===== src/vsm_pkg.sv =====
// Shared declarations for the versioned snapshot memory.
// Holds the op and status codes, default sizes and the address width helper.
// Depends on nothing; every other file imports it.
package vsm_pkg;

  localparam int ARRAY_LENGTH_DEF = 1024;
  localparam int MAX_VERSIONS_DEF = 16;
  localparam int SNAP_ID_BITS_DEF = 16;
  localparam int DATA_W           = 32;
  localparam int OP_W             = 2;
  localparam int STATUS_W         = 2;

  typedef enum logic [OP_W-1:0] {
    OP_SET  = 2'd0,
    OP_SNAP = 2'd1,
    OP_GET  = 2'd2
  } op_e;

  typedef enum logic [STATUS_W-1:0] {
    STAT_OK        = 2'd0,
    STAT_FULL      = 2'd1,
    STAT_EXHAUSTED = 2'd2
  } status_e;

  // Number of address bits for a memory of n entries, never below one.
  function automatic int addr_bits(input int n);
    return (n > 1) ? $clog2(n) : 1;
  endfunction

endpackage


===== src/vsm_ram.sv =====
// Simple dual-port RAM: one write port and one read port with registered data.
// Depends on vsm_pkg for the address width helper.
module vsm_ram #(
  parameter int Width = 8,
  parameter int Depth = 16
) (
  input  logic                                 clk_i,
  input  logic                                 we_i,
  input  logic [vsm_pkg::addr_bits(Depth)-1:0] waddr_i,
  input  logic [Width-1:0]                     wdata_i,
  input  logic                                 re_i,
  input  logic [vsm_pkg::addr_bits(Depth)-1:0] raddr_i,
  output logic [Width-1:0]                     rdata_o
);
  import vsm_pkg::*;

  logic [Width-1:0] mem_q [Depth];
  logic [Width-1:0] rdata_q;

  always_ff @(posedge clk_i) begin
    if (we_i) begin
      mem_q[waddr_i] <= wdata_i;
    end
    if (re_i) begin
      rdata_q <= mem_q[raddr_i];
    end
  end

  assign rdata_o = rdata_q;

endmodule


===== config.mk =====
export PLATFORM = sky130hd
export DESIGN_NAME = vsm_ram
export DESIGN_NICKNAME = d
export VERILOG_FILES = /design/src/vsm_pkg.sv /design/src/vsm_ram.sv
export SDC_FILE = /design/constraint.sdc
export NUM_CORES = 1
export LEC_CHECK = 0
export BUFFER_PORTS_ARGS = -buffer_cell sky130_fd_sc_hd__buf_2
export CAP_MARGIN = 20
export CORE_MARGIN = 5
export CORE_UTILIZATION = 54
export DETAILED_ROUTE_END_ITERATION = 16
export HOLD_SLACK_MARGIN = 0.15
export PLACE_DENSITY_LB_ADDON = 0.15
export SETUP_SLACK_MARGIN = 0.15
export SYNTH_ARGS = -nofsm -noshare
export SYNTH_HDL_FRONTEND = slang
export SYNTH_SLANG_ARGS = --single-unit

===== constraint.sdc =====
create_clock -name clk_i -period 1.43 [get_ports clk_i]
set_input_delay 0 -clock clk_i [delete_from_list [all_inputs] [get_ports clk_i]]
set_output_delay 0 -clock clk_i [all_outputs]
set_load 0.03 [all_outputs]

# Word-level counts from Yosys, hierarchy flattened
# Memory sizes are Yosys's and may differ from the RTL's. A register that Yosys moved wholly into a read port is not among the register bits.
# Cells that the tools add are included.
[op_classes]
muxes = 2
[ops]
columns = ["op", "count"]
rows = [
  ["1-bit two-way mux", 2],
]
[word_totals]
elab_cells = 3
ff_bits = 0
memories = 1
in_bits = 19
ram_bits = 128
[mem_list]
columns = ["memory", "words", "width", "read_ports", "rd_ports_with_merged_regs", "wr", "line", "source"]
rows = [
  ["mem_q", 16, 8, 1, 1, 1, "vsm_ram.sv:17", "logic [Width-1:0] mem_q [Depth];"],
]

# Longest topological paths before layout
# Gate-level depths: netlist (run 1).
[logic_depth]
word_depth = 2
mapped_depth = 5
mapped_depth_nobuf = 3

# Worst setup path before layout (run 1)
# OpenSTA, ideal clock, no wires.
[synth_path]
kind = "input port to flip-flop"
start = "input waddr_i[2] (netlist bit)"
end = "memory mem_q[0][0], enable pin"
path_buffers = 0
t_required_ns = 1.047
path_slack_ns = -0.063
path_stages = 2
setup_ns = 0.383
arrival_time_ns = 1.110
path_cell_list = "or3b_2 nor3_1"
[synth_rtl]
columns = ["element", "line", "source"]
rows = [
  ["from (decl)", "vsm_ram.sv:9", "input logic [vsm_pkg::addr_bits(Depth)-1:0] waddr_i,"],
  ["to (decl)", "vsm_ram.sv:17", ""],
]
# Straight into the memory's write port.

==> flow_metrics.py, run 1 <==
metrics = {
    "run_status": {
        "status": "finished, violations left",
        "violations": "negative setup slack",
    },
    "run": {
        "maxCapViolCount": 0,
    },
    "floorplanning": {
        "die_y_um": 108,
        "start_util_pct": 54.5,
        "row_count": 36,
        "dieArea_um2": 11700,
        "dieWidth_um": 108,
        "io_pins": 27,
        "core_um2": 9590,
    },
    "final_layout": {
        "antennaDiodeCount": 0,
        "multi_input_area_um2": 1040,
        "fillers": 598,
        "register_area_um2": 4080,
        "drive_above_1_share_pct": 35.1,
        "fin_util_pct": 67.6,
        "final_cells": 452,
        "fin_nets": 326,
        "synthToLayoutAreaGrowth_pct": 24.0,
    },
    "cts": {
        "root_buffer": "clkbuf_8",
        "cts_sinks": 136,
        "clockBufferDepth": 2,
        "cts.htree.levels": 4,
        "path_clk_slew_ns": 0.06,
        "clkLatencyLatePin_ns": 0.50,
        "cts_buffers": 17,
        "cts_tree": "done",
        "cts_setup_buffers": 0,
    },
    "logic_synthesis": {
        "synth_area_um2": 5230,
        "synth_top_family_by_area": "multiplexers",
        "synth_warnings": 0,
        "synthXorXnorAreaFrac_pct": 0,
        "synth_compound_area_share_pct": 2.30,
        "synth_fa_ha_area_share_pct": 0,
        "ys_ff_latch": 136,
        "seq_area_frac_synth_pct": 78.1,
        "synth-simple-area-share_pct": 3.14,
        "syn_inst": 229,
        "avgSynthCellArea_um2": 22.8,
        "syn-num-nets": 248,
        "synth.area.mux_share_pct": 14.8,
        "ys_types": 18,
    },
    "timing": {
        "period_minus_slack_ns": 1.46,
        "final.setup.worst_slack_ns": -0.0315,
        "skew_ns": 0.00723,
        "worst_pin_slew_ns": 0.433,
        "fmax_mhz": 684,
        "post-route-period-util_pct": 102,
        "relSlewSlack_pct": 71.1,
        "hold_ws_ns": 0.174,
        "setup_viol": 1,
        "rsz0062_at_grt": "yes",
        "slew_viol_final": 0,
        "final-hold-violation-count": 0,
    },
    "drt": {
        "drt_iter0_markers": 169,
        "drt-total-wl_mm": 9.80,
        "drc": 0,
        "antenna_left": 0,
        "drt-vias-per-instance": 5.47,
        "vias": 2474,
        "wire_per_inst_um": 21.7,
        "drtPass1Iterations": 4,
    },
    "global_route": {
        "grt_pass1_wl_mm": 15.5,
        "grt_overflow": 0,
        "grt_max_degree": 23,
        "grt_pass1_vias": 2759,
        "antenna_found_initial": 0,
        "grt_use_total_pct": 18.9,
    },
    "critical_path": {
        "cp.arrival_ns": 1.70,
        "r2r_setup_slack_ns": -0.03,
        "crit_end": "rdata_o[4]",
        "cp-start-kind": "flop",
        "r2r_start": "mem_q[3][4]",
        "cp.required_ns": 1.67,
        "path_max_fanout": 1,
        "critPathKind": "flop to flop",
        "cp-end-kind": "flop",
        "ff2ff_path_depth": 3,
        "r2r-end": "rdata_o[4]",
        "startpoint": "mem_q[3][4]",
    },
    "place": {
        "dp.cells": 402,
        "dpl_worst_slack_ns": -0.141,
        "gp_congestion": 0.713,
        "port_buffers": 26,
        "dpl.hpwl_mm": 6.22,
    },
    "power_and_ir_drop": {
        "p_per_area_nw_per_um2": 1490,
        "power_mw": 9.64,
        "p_leak_nw": 2.20,
        "irDropWorstVdd_v": 0.000690,
    },
    "min_path": {
        "hold_path_class": "input port to flop",
    },
}
-- layout make-up --
type	count	share of cell area, %
Clock buffer	17	6.39
Timing Repair Buffer	69	8.55
Sequential cell	136	63.0
Clock inverter	14	3.40
Multi-Input combinational cell	83	16.1
Tap cell	133	2.57
-- report_power, final --
part           leakage (nW)  total [mW]  switching [mW]  internal (mW)
combinational         0.661       0.511           0.279          0.233
sequential             1.24        4.52          0.0245           4.49
clock                 0.299        4.62            1.60           3.01
total                  2.20        9.64            1.91           7.74
-- repair_timing --
item | 4_1_cts | 5_1_grt
hold buffers | 19 | 0
endpoints found under the hold margin | 219 | 0
resized for setup | 2 | 3
setup endpoints to repair | 8 | 40
-- layer usage --
| layer | GRT usage [%] | share of wire [%] |
|---|---|---|
| met5 | 0 | 0 |
| met4 | 7.30 | 0.22 |
| met3 | 4.48 | 6.4 |
| met2 | 30.7 | 52 |
| met1 | 25.0 | 41 |
-- worst min path at each step --
| stage | from | to | slack, ns | cells past startpoint |
|---|---|---|---|---|
| floorplan | wdata_i[0] | mem_q[0][0] | 0.1 | 0 |
| global placement | wdata_i[5] | mem_q[2][5] | 0.39 | 1 |
| detailed placement | re_i | rdata_o[3] | 0.38 | 1 |
| CTS | raddr_i[2] | rdata_o[5] | 0.15 | 5 |
| global route | raddr_i[2] | rdata_o[7] | 0.17 | 5 |
| finish | raddr_i[2] | rdata_o[0] | 0.17 | 5 |
-- synth_stat cells --
| master | instances | area [um^2] |
|---|---|---|
| mux4_2 | 18 | 405 |
| nand2b_1 | 2 | 12.5 |
| nor2_1 | 13 | 48.8 |
| and2_1 | 1 | 6.26 |
| nand3b_1 | 2 | 15.0 |
| nand2_1 | 9 | 33.8 |
| buf_2 | 3 | 15.0 |
| or3b_2 | 1 | 8.76 |
| mux4_1 | 14 | 368 |
| buf_4 | 1 | 7.51 |
| buf_6 | 3 | 33.8 |
| edfxtp_1 | 136 | 4080 |
| nor3_1 | 4 | 20.0 |
| clkdlybuf4s25_2 | 3 | 30.0 |
| nand3_1 | 1 | 5.00 |
| and2b_1 | 1 | 7.51 |
| a22oi_1 | 16 | 120 |
| nor2b_1 | 1 | 6.26 |
-- worst max-delay path: stages (launching register included) --
cell      delay, ns
edfxtp_1       0.38
mux4_2         0.50
a22oi_2        0.22
nand2_1        0.10
-- cell usage in the layout (no fill, tap or decap), types with 3 or more instances in the layout --
master and instances:
nor3_1 3, buf_4 19, buf_2 26, clkbuf_16 16, edfxtp_1 136, mux4_1 4, inv_6 3, buf_12 4
nand2_1 9, a22oi_1 14, nor2_1 13, bufinv_16 5, mux4_2 28, clkinvlp_4 3, dlygate4sd3_1 19
-- registers in the layout, indices dropped and copies added, names as in the netlist --
| register | flops |
|---|---|
| rdata_o | 8 |
| mem_q | 128 |
-- stage by stage --
| step | instance area [um^2] | setup TNS, ns |
|---|---|---|
| 2_1_floorplan | 5190 | 0 |
| 5_1_grt | 6480 | -0.311 |
| 3_3_place_gp | 5640 | -0.539 |
| 3_5_place_dp | 5640 | -0.626 |
| 6_report | 6480 | -0.0315 |
| 4_1_cts | 6470 | -0.111 |
-- kinds of logic after synthesis --
group / count (synthesis)
AO/OA/AOI/OAI: 16
buffers and inverters: 10
flip-flops: 136
multiplexers: 32
AND/OR/NAND/NOR: 35
Power figures use the tool's default switching activity.
==> run 2: changes to the inputs <==
CORE_MARGIN = unset   (was 5)
==> flow_metrics.py, run 2 (synthesis gave the netlist of run 1 again) <==
metrics = {
    "floorplanning": {
        "dieWidth_um": 100,
        "core_um2": 9330,
        "row_count": 35,
        "dieArea_um2": 10100,
        "start_util_pct": 56.0,
        "die_y_um": 100,
        "io_pins": 27,
    },
    "critical_path": {
        "path_max_fanout": 1,
        "r2r_start": "mem_q[3][0]",
        "cp-end-kind": "flop",
        "cp-start-kind": "flop",
        "r2r_setup_slack_ns": 0.01,
        "cp.required_ns": 1.69,
        "r2r-end": "rdata_o[0]",
        "ff2ff_path_depth": 3,
        "critPathKind": "flop to flop",
        "cp.arrival_ns": 1.67,
    },
    "final_layout": {
        "synthToLayoutAreaGrowth_pct": 22.9,
        "stdcell_area_um2": 6430,
        "largest_register_ffs": 128,
        "fin_nets": 326,
        "final_cell_mix": "136 x edfxtp_1, 28 x mux4_2, 26 x buf_2, 21 x buf_4, 18 x dlygate4sd3_1",
        "fin_util_pct": 68.9,
        "drive_above_1_share_pct": 36.7,
        "layout_commonest_cell": "edfxtp_1",
        "antennaDiodeCount": 0,
        "regMostFlops": "mem_q",
    },
    "drt": {
        "wire_per_inst_um": 22.2,
        "drc": 0,
        "drt_iter0_markers": 185,
        "drt-total-wl_mm": 9.96,
        "drt-vias-per-instance": 5.65,
        "antenna_left": 0,
        "vias": 2533,
        "drtPass1Iterations": 4,
    },
    "global_route": {
        "grt_pass1_vias": 2686,
        "grt_pass1_wl_mm": 15.4,
        "grt_max_degree": 21,
        "grt_use_total_pct": 22.4,
        "grt_overflow": 0,
        "antenna_found_initial": 0,
    },
    "timing": {
        "period_minus_slack_ns": 1.42,
        "worst_pin_slew_ns": 0.462,
        "rsz0062_at_grt": "yes",
        "slew_viol_final": 0,
        "post-route-period-util_pct": 99.1,
        "skew_ns": 0.00536,
        "setup_viol": 0,
        "fmax_mhz": 706,
        "final-hold-violation-count": 0,
        "relSlewSlack_pct": 69.2,
    },
    "place": {
        "placed_area_um2": 5630,
        "gp_congestion": 0.700,
        "dpl.hpwl_mm": 5.93,
        "port_buffers": 26,
    },
    "min_path": {
        "min_path_cells": 5,
        "hold_path_class": "input port to flop",
        "worst_hold_startpoint": "raddr_i[0]",
        "min_to": "rdata_o[4]",
    },
    "cts": {
        "clkLatencyLatePin_ns": 0.51,
        "clockBufferDepth": 2,
        "cts.htree.levels": 4,
        "cts_sinks": 136,
        "root_buffer": "clkbuf_8",
        "cts_buffers": 17,
        "cts_tree": "done",
        "path_clk_slew_ns": 0.06,
    },
    "power_and_ir_drop": {
        "p_per_area_nw_per_um2": 1440,
        "irDropWorstVdd_v": 0.00101,
        "p_leak_nw": 2.16,
    },
    "run_status": {
        "status": "finished clean",
    },
    "run": {
        "maxCapViolCount": 0,
    },
}
run 2: cell count changes in the layout (fill, tap and decap cells not counted), moves of 2 or more:
cell       before  now
clkinv_2        0    2
a22oi_2         2    8
bufinv_16       5    3
buf_4          19   21
a22oi_1        14    8
inv_6           3    0
run 2: area by class of cell:
cell class	count	area, um^2
Clock inverter	13	156
Timing Repair Buffer	69	539
Tap cell	129	161
Clock buffer	18	418
Fill cell	579	2900
Sequential cell	136	4080
Multi-Input combinational cell	83	1070
run 2: metal layers:
metal	track usage (%)	routed length [um]
met1	31.5	4220
met2	35.2	4930
met3	5.15	662
met4	8.03	141
met5	0	0
run 2: critical path: stages (launching register included):
cell and delay [ns]:
edfxtp_1 0.38, mux4_2 0.51, a22oi_2 0.19, nand2_1 0.08
run 2: report_power, final:
part	internal (mW)	switching, mW	total [mW]
combinational	0.234	0.286	0.520
sequential	4.49	0.0237	4.52
clock	2.63	1.56	4.19
total	7.36	1.87	9.22
run 2: timing repair:
item | CTS | global route
hold buffers | 18 | 0
setup endpoints to repair | 8 | 40
pin swaps | 1 | 1
resized for setup | 7 | 3
endpoints found under the hold margin | 229 | 0
setup buffers | 0 | 0
run 2: worst max path at each step:
stage	startpoint	to	slack [ns]	cells after the start
2_1_floorplan	mem_q[11][0]	rdata_o[0]	0.16	3
3_3_place_gp	raddr_i[0]	rdata_o[1]	-0.10	5
3_5_place_dp	raddr_i[0]	rdata_o[1]	-0.11	5
4_1_cts	mem_q[2][1]	rdata_o[1]	0.006	3
5_1_grt	mem_q[2][6]	rdata_o[6]	-0.03	3
6_report	mem_q[3][0]	rdata_o[0]	0.01	3
run 2: metrics by stage:
step	setup TNS (ns)	power, mW	setup WS (ns)	hold WS [ns]	instances
floorplan	0	4.86	0.155	0.0989	229
global placement	-0.296	5.06	-0.102	0.380	399
detailed placement	-0.318	5.07	-0.111	0.379	399
CTS	0	9.27	0.00616	0.227	448
global route	-0.0810	9.47	-0.0261	0.249	448
finish	0	9.22	0.0134	0.247	448
